[config.mk]
export PLATFORM = sky130hd
export DESIGN_NAME = trial_division_primality_test_unit
export DESIGN_NICKNAME = d
export VERILOG_FILES = /design/src/rtl/tdpt_pkg.sv /design/src/rtl/trial_division_primality_test_unit.sv
export SDC_FILE = /design/constraint.sdc
export NUM_CORES = 1
export LEC_CHECK = 0
export ABC_AREA = 0
export BUFFER_PORTS_ARGS = -buffer_cell sky130_fd_sc_hd__buf_4
export CAP_MARGIN = 20
export CORE_MARGIN = 3
export CORE_UTILIZATION = 37
export DETAILED_ROUTE_END_ITERATION = 6
export GPL_TIMING_DRIVEN = 0
export PLACE_DENSITY = 0.65
export SLEW_MARGIN = 30
export SYNTH_ARGS = -nofsm -noshare
export SYNTH_HDL_FRONTEND = slang
export SYNTH_SLANG_ARGS = --single-unit
export TNS_END_PERCENT = 10
[constraint.sdc]
create_clock -name clk -period 3.15 [get_ports clk]
set_input_delay 0.315 -clock clk [delete_from_list [all_inputs] [get_ports clk]]
set_output_delay 0.315 -clock clk [all_outputs]
set_load 0.1 [all_outputs]
[src/rtl/tdpt_pkg.sv]
package tdpt_pkg;

  // width of the tested value inside the datapath
  localparam int NUMBER_BITS = 16;

  // stream field widths
  localparam int NUMBER_W  = 16;
  localparam int S_DATA_W  = 16;
  localparam int M_DATA_W  = 8;

  localparam int VAL_W  = NUMBER_BITS;
  localparam int EXT_W  = (NUMBER_W > VAL_W) ? NUMBER_W : VAL_W;
  localparam int SQ_W   = VAL_W + 2;
  localparam int CNT_W  = $clog2(VAL_W + 1);

endpackage

[src/rtl/trial_division_primality_test_unit.sv]
// channel | dir | handshake          | payload
// s_*     | in  | s_tvalid/s_tready  | s_tdata[15:0] = number
// m_*     | out | m_tvalid/m_tready  | m_tdata[7:0]  = prime flag (bit 0), zero fill
//
// One item at a time. Values 0 and 1 go straight to DONE. Otherwise each trial
// divisor d = 2, 3, ... with d*d <= number takes the d*d bound check in CHECK,
// then the bit-serial remainder unit steps through every bit of the number in DIV.
// The search ends at the first divisor found or when d*d passes the number;
// worst case 254 divisors for 16-bit primes.
// rst is synchronous and clears control state only. A stalled result waits in
// the output register; the next number is taken while it waits.
module trial_division_primality_test_unit import tdpt_pkg::*; (
  input  logic                clk,
  input  logic                rst,
  input  logic                s_tvalid,
  output logic                s_tready,
  input  logic [S_DATA_W-1:0] s_tdata,   // [15:0] number
  output logic                m_tvalid,
  input  logic                m_tready,
  output logic [M_DATA_W-1:0] m_tdata    // [0] prime flag, [7:1] zero
);

  typedef enum logic [1:0] {IDLE, CHECK, DIV, DONE} state_t;

  state_t             state;
  logic [VAL_W-1:0]   val;
  logic [VAL_W-1:0]   shreg;
  logic [VAL_W-1:0]   rem;
  logic [VAL_W-1:0]   d;
  logic [SQ_W-1:0]    sq;
  logic [CNT_W-1:0]   cnt;
  logic               prime;
  logic               out_prime;

  logic [EXT_W-1:0]   in_ext;
  logic [VAL_W-1:0]   in_val;
  logic               s_acc;
  logic [VAL_W:0]     trial;
  logic [VAL_W-1:0]   rem_next;
  logic               out_free;

  assign in_ext   = EXT_W'(s_tdata);
  assign in_val   = in_ext[VAL_W-1:0];
  assign s_tready = (state == IDLE);
  assign s_acc    = s_tvalid && s_tready;
  assign out_free = !m_tvalid || m_tready;

  // one restoring step: shift next dividend bit in, subtract if it fits
  assign trial    = {rem, shreg[VAL_W-1]};
  assign rem_next = (trial >= {1'b0, d}) ? VAL_W'(trial - {1'b0, d}) : trial[VAL_W-1:0];

  assign m_tdata  = M_DATA_W'(out_prime);

  always_ff @(posedge clk) begin
    if (rst) begin
      state    <= IDLE;
      m_tvalid <= 1'b0;
    end else begin
      // DONE reloads the output register itself
      if (m_tvalid && m_tready && state != DONE) begin
        m_tvalid <= 1'b0;
      end
      unique case (state)
        IDLE: begin
          if (s_acc) begin
            val <= in_val;
            d   <= VAL_W'(2);
            sq  <= SQ_W'(4);
            if (in_val < VAL_W'(2)) begin
              prime <= 1'b0;
              state <= DONE;
            end else begin
              state <= CHECK;
            end
          end
        end
        CHECK: begin
          if (sq > SQ_W'(val)) begin
            prime <= 1'b1;
            state <= DONE;
          end else begin
            shreg <= val;
            rem   <= '0;
            cnt   <= CNT_W'(VAL_W - 1);
            state <= DIV;
          end
        end
        DIV: begin
          shreg <= shreg << 1;
          rem   <= rem_next;
          cnt   <= cnt - 1'b1;
          if (cnt == '0) begin
            if (rem_next == '0) begin
              prime <= 1'b0;
              state <= DONE;
            end else begin
              // (d+1)^2 = d^2 + 2d + 1
              sq    <= sq + SQ_W'({d, 1'b1});
              d     <= d + 1'b1;
              state <= CHECK;
            end
          end
        end
        DONE: begin
          if (out_free) begin
            out_prime <= prime;
            m_tvalid  <= 1'b1;
            state     <= IDLE;
          end
        end
        default: state <= IDLE;
      endcase
    end
  end

  a_small_not_prime: assert property (@(posedge clk) disable iff (rst)
    (s_acc && in_val < VAL_W'(2)) |=> (state == DONE && !prime))
    else $error("0 or 1 not reported as non-prime");

  a_div_low: assert property (@(posedge clk) disable iff (rst)
    (state == DIV) |-> (d >= VAL_W'(2)))
    else $error("trial divisor below 2");

  a_rem_bound: assert property (@(posedge clk) disable iff (rst)
    (state == DIV) |-> (rem < d))
    else $error("partial remainder not below divisor");

  a_square: assert property (@(posedge clk) disable iff (rst)
    (state == CHECK) |-> (sq == SQ_W'(SQ_W'(d) * SQ_W'(d))))
    else $error("running square out of step with divisor");

endmodule

==> results.yml, run 1 <==
pwr:
  power.leakage_nw: 2.78
  switching_power_mw: 1.43
  internal_power_mw: 2.78
  power_density_nw_per_um2: 584
  power_mw: 4.20
  clock_power_share_pct: 29.2
  ir_drop_uv: 249
  swShare_pct: 33.9
  pwr-share-seq_pct: 37.6
  comb_power_share_pct: 33.2
yosys:
  synth_cell_type_count: 57
  syn_avg_cell_area_um2: 9.88
  synthCells: 608
  yosys_warnings: 0
  ys_ff_latch: 92
  synth_commonest_cells: "edfxtp_1, nor2_1, ha_1, inv_1, nand2_1"
  ys_seq_area_share_pct: 45.5
  synth_area_leaders: "edfxtp_1, ha_1, nor2_1"
  synth_edf_count: 89
  synth-main-ff-cell: "edfxtp_1"
  async_flop_share_pct: 0
  yosysTopAreaCell: "edfxtp_1"
  yosys.cell_count.top_type: "edfxtp_1"
  syn_area_um2: 6000
  synth.top_cell.area_share_pct: 44.5
floorplanning:
  die_area_um2: 17800
  core-area_um2: 15500
  start_util_pct: 38.6
  rows: 45
  die_h_um: 133
  die_w_um: 133
  io_pins: 30
detailed_routing:
  wirelength_mm: 15.3
  antenna_left: 0
  viasPerCell: 5.44
  drcViolationCount: 0
  vias: 4855
  wl_per_cell_um: 17.1
  drtIter0Drc: 502
  drtPass1Iterations: 5
worst_setup_path:
  cp.arrival_ns: 3.48
  crit_path_end_kind: "flop"
  path_class: "flop to flop"
  cp_top_family: "simple AND/OR/NAND/NOR gates"
  slowest_delay_ns: 0.59
  worstPathMaxFanout: 8
  crit_slowest_cell: "or4_4"
  cp_cell_sequence: "inv_1, ha_2, fa_2, nand2b_4, a211o_1, buf_4, nand2_4, a311oi_2, xor2_1, nand4_1, or4_4, and3b_2"
  cp_num_buf_inv: 2
  crit_path_start_kind: "flop"
  required_ns: 3.24
finish:
  synthToLayoutAreaGrowth_pct: 19.8
  final_area_um2: 7190
  fill_cells: 1433
  post-route-util_pct: 46.3
  layout.nets: 749
  diodes: 0
  layoutNonFillerInstCount: 893
  drive_above_1_share_pct: 17.9
run_status:
  violations: "negative setup slack"
  status: "complete, but fails checks"
cts:
  ctsHoldBuffers: 0
  clock_path_buffers: 2
  cts_max_level: 3
  cts_sinks: 92
  clkLatencyLatePin_ns: 0.36
  clk_pin_slew_ns: 0.07
  root_buffer: "clkbuf_16"
  cts_tree: "yes"
  cts_buffers: 9
global_routing:
  grt_pass1_wl_mm: 24.8
  grt_antenna_before_repair: 0
  first_global_vias: 4760
  grt_max_degree: 38
  grt_overflow: 0
  grtUsageTotal_pct: 17.5
placed_design:
  gp_routability_congestion: 0.949
  dp_hpwl_mm: 10.7
  port-buffer-count: 22
  dpl_worst_slack_ns: -0.444
  placed_cells: 848
  placed_cell_area_um2: 6480
timing:
  rsz0062_at_grt: "yes"
  finalHoldViolCount: 0
  final.period_utilization_pct: 108
  worstMarginPinSlew_ns: 0.907
  relSlewSlack_pct: 39.0
  final-max-slew-violation-count: 0
  fmax_mhz: 295
  setup_ws_ns: -0.238
  setup_violations: 35
  fin_skew_ns: 0.00839
  min_period_ns: 3.39
min_path:
  hold_path_class: "primary input to flop"
flow_run:
  max_cap_violations: 0
-- flip-flops by register name, summed over array words and instances (netlist names) --
signal,cells
prime,1
sq,18
d,16
cnt,5
m_tvalid,1
shreg,16
rem,16
val,16
out_prime,1
state,2
-- worst register-to-register path: cells and delay by family (launching register included) --
kind	cells	cell delay, ns
fa+ha+maj	2	0.57
compound gates	2	0.41
xor+xnor	1	0.20
simple gates	5	1.33
flops	1	0.40
buf+inv	2	0.22
-- worst paths after layout --
| kind | from | to | slack [ns] | cells past startpoint |
|---|---|---|---|---|
| setup / recovery | shreg[15] | sq[12] | -0.24 | 12 |
| hold / removal | s_tdata[0] | val[0] | 0.14 | 1 |
| setup reg to reg | shreg[15] | sq[12] | -0.24 | 12 |
| hold reg to reg | prime | out_prime | 0.44 | 0 |
-- layout by cell type (no fill, tap or decap), types with 3 or more instances in the layout --
master / count
clkbuf_1: 14
clkbuf_16: 9
o21ai_1: 4
buf_4: 60
nand2_1: 44
a21oi_2: 3
o31a_1: 3
nand4_1: 14
and3_1: 4
xnor2_1: 22
nor3_1: 19
edfxtp_1: 89
xor2_1: 15
dfxtp_1: 3
buf_1: 3
o311a_1: 3
nor2b_1: 12
ha_4: 3
a21oi_1: 31
a211oi_1: 7
o21ai_0: 40
o21a_1: 8
nor4_1: 8
nor2_1: 64
nand2b_1: 10
inv_1: 44
or3_1: 3
ha_1: 43
mux2_2: 5
a21o_1: 9
a311oi_2: 3
o21bai_1: 3
nand3_1: 12
conb_1: 7
ha_2: 4
o211ai_1: 4
-- repair_timing --
item	CTS	global route
resized for setup	22	14
pin swaps	12	12
gates cloned	2	0
endpoints found under the hold margin	0	0
buffers inserted	22	7
endpoints found under the setup margin	52	81
-- final cells by class --
type | count | area, um^2 | area share, %
Buffer | 26 | 135 | 1.88
Clock buffer | 9 | 225 | 3.13
Clock inverter | 7 | 108 | 1.50
Inverter | 46 | 173 | 2.40
Multi-Input combinational cell | 450 | 3170 | 44.0
Sequential cell | 92 | 2730 | 38.0
Tap cell | 211 | 264 | 3.67
Timing Repair Buffer | 52 | 390 | 5.43
-- kinds of logic (layout without fill, tap and decap cells) --
| logic type | count (synthesis) | in the layout | synth area share (%) |
|---|---|---|---|
| flip-flops | 92 | 92 | 45.5 |
| AND/OR/NAND/NOR | 209 | 211 | 16.9 |
| multiplexers | 8 | 8 | 1.44 |
| buffers and inverters | 74 | 140 | 5.19 |
| other | 1 | 7 | 0.0625 |
| XOR/XNOR | 37 | 37 | 5.40 |
| adder cells (fa/ha/maj) | 52 | 52 | 11.1 |
| AO/OA/AOI/OAI | 135 | 135 | 14.4 |
-- routing by layer --
metal  vias up  GRT usage (%)  wire [um]
met5         -              0          0
met4         0           8.40        417
met3        30           2.87        826
met2       153           28.7       7240
met1      2338           22.7       6800
li1       2334              -          -
-- power by group through the flow --
stage / Sequential (mW) / Clock [mW] / Combinational, mW
final: 1.58 / 1.23 / 1.39
after global placement: 1.61 / 0 / 1.15
after detailed placement: 1.61 / 0 / 1.20
after CTS: 1.58 / 1.24 / 1.32
after floorplan: 1.58 / 0 / 0.927
after global routing: 1.59 / 1.29 / 1.53
-- metrics by stage --
step | setup TNS [ns] | hold slack (ns)
floorplan | 0 | 0.384
global placement | -19.03 | 0.406
detailed placement | -18.93 | 0.429
CTS | -3.51 | 0.126
global route | -10.99 | 0.131
finish | -7.28 | 0.137
Power figures use the tool's default switching activity.
==> run 2, diff against run 1 <==
--- a/config.mk
+++ b/config.mk
@@ -8,11 +8,13 @@
 export ABC_AREA = 0
 export BUFFER_PORTS_ARGS = -buffer_cell sky130_fd_sc_hd__buf_4
 export CAP_MARGIN = 20
+export CORE_ASPECT_RATIO = 0.7
 export CORE_MARGIN = 3
 export CORE_UTILIZATION = 37
 export DETAILED_ROUTE_END_ITERATION = 6
 export GPL_TIMING_DRIVEN = 0
 export PLACE_DENSITY = 0.65
+export RECOVER_POWER = 50
 export SLEW_MARGIN = 30
 export SYNTH_ARGS = -nofsm -noshare
 export SYNTH_HDL_FRONTEND = slang
==> results.yml, run 2 (synthesis gave the netlist of run 1 again) <==
finish:
  drive_above_1_share_pct: 16.7
  largest-register: "sq"
  layout.nets: 750
  multiInputGateArea_um2: 3170
  final_area_um2: 7130
  most-common-layout-cells: "edfxtp_1, nor2_1, nand2_1"
  fill_cells: 1488
  regArea_um2: 2730
  synthToLayoutAreaGrowth_pct: 18.8
  largest_reg_flops: 18
  layout_commonest_cell: "edfxtp_1"
  diodes: 0
detailed_routing:
  viasPerCell: 5.50
  antenna_left: 0
  drcViolationCount: 0
  wirelength_mm: 15.5
  drtPass1Iterations: 5
  drtIter0Drc: 366
  wl_per_cell_um: 17.6
  vias: 4859
cts:
  cts_tree: "yes"
  ctsHoldBuffers: 0
  root_buffer: "clkbuf_16"
  clk_pin_slew_ns: 0.07
  clkLatencyLatePin_ns: 0.34
  clock_path_buffers: 2
  cts_buffers: 9
  cts_max_level: 3
  cts_sinks: 92
timing:
  relSlewSlack_pct: 23.0
  worstMarginPinSlew_ns: 1.16
  fin_skew_ns: 0.00609
  setup_ws_ns: -0.217
  min_period_ns: 3.37
  rsz0062_at_grt: "yes"
  fmax_mhz: 297
  finalHoldViolCount: 0
  holdWs_ns: 0.171
  final-max-slew-violation-count: 0
  setup_violations: 35
  final.period_utilization_pct: 107
  setup_tns_ns: -6.68
worst_setup_path:
  cp_num_buf_inv: 0
  crit_path_end_kind: "flop"
  path_class: "flop to flop"
  cp_cell_sequence: "ha_4, a211oi_1, nor2_1, o31a_1, o31ai_2, mux2i_1, nand4_1, or4_4, and3b_2"
  crit_path_start_kind: "flop"
  cp.arrival_ns: 3.45
  cp_top_family: "simple AND/OR/NAND/NOR gates"
  slowest_delay_ns: 0.60
  required_ns: 3.23
  crit_slowest_cell: "or4_4"
  worstPathMaxFanout: 8
placed_design:
  dp_hpwl_mm: 11.3
  gp_routability_congestion: 0.920
  placed_cell_area_um2: 6460
  port-buffer-count: 22
global_routing:
  first_global_vias: 4650
  grtUsageTotal_pct: 17.2
  grt_antenna_before_repair: 0
  grt_max_degree: 38
  grt_overflow: 0
  grt_pass1_wl_mm: 24.0
pwr:
  switching_power_mw: 1.38
  ir_drop_uv: 301
  power_density_nw_per_um2: 580
  internal_power_mw: 2.76
  power_mw: 4.14
  pwr-share-seq_pct: 38.4
  power.leakage_nw: 2.74
  comb_power_share_pct: 33.3
  clock_power_share_pct: 28.3
  swShare_pct: 33.4
floorplanning:
  start_util_pct: 38.3
  die_w_um: 158
  rows: 38
  die_area_um2: 17800
  core-area_um2: 15700
  io_pins: 30
  die_h_um: 113
run_status:
  violations: "negative setup slack"
  status: "complete, but fails checks"
flow_run:
  max_cap_violations: 0
min_path:
  hold_path_class: "primary input to flop"
[run 2: final timing paths]
check | start | to | slack, ns | depth (start not counted)
worst min register to register | prime | out_prime | 0.45 | 0
worst max-delay path | rem[6] | d[1] | -0.22 | 9
worst max register to register | rem[6] | d[1] | -0.22 | 9
worst min-delay path | s_tdata[0] | val[0] | 0.17 | 1
[run 2: final cells by class]
type / count / area share [%]
plain buffers: 26 / 1.86
clock buffers: 11 / 3.26
clock inverters: 5 / 1.19
inverters: 46 / 2.42
multi-input cells: 450 / 44.5
flip-flops and latches: 92 / 38.3
well taps: 200 / 3.51
repair buffers: 53 / 4.95
[run 2: stage by stage]
step	setup slack, ns	std cells	util [%]
floorplan	0.0179	614	-
global route	-0.315	883	45.5
CTS	-0.188	873	44.8
global placement	-0.384	836	41.1
detailed placement	-0.454	837	41.2
finish	-0.217	883	45.5
[run 2: what timing repair did]
item,CTS,global route
setup buffers,20,10
resized for setup,21,20
gates cloned,2,0
endpoints found under the setup margin,90,89
pin swaps,6,11
[run 2: routing by layer]
metal / track usage (%) / routed length (um) / vias up
li1: - / - / 2347
met1: 25.6 / 7400 / 2323
met2: 25.6 / 6610 / 168
met3: 4.28 / 1290 / 21
met4: 3.38 / 210 / 0
met5: 0 / 0 / -
[run 2: power by group through the flow]
stage                     sequential, mW  combinational [mW]  clock, mW
after floorplan                     1.58               0.927          0
after global placement              1.61                1.15          0
after detailed placement            1.62                1.21          0
after CTS                           1.59                1.31       1.19
after global routing                1.60                1.51       1.24
final                               1.59                1.38       1.17
[run 2: worst reg2reg max path, delay by kind of cell (launching register included)]
family | cells | cell delay, ns
adders and majority gates | 1 | 0.31
AOI/OAI and AO/OA | 3 | 0.81
and+or+nand+nor | 4 | 1.18
muxes | 1 | 0.31
DFF | 1 | 0.49
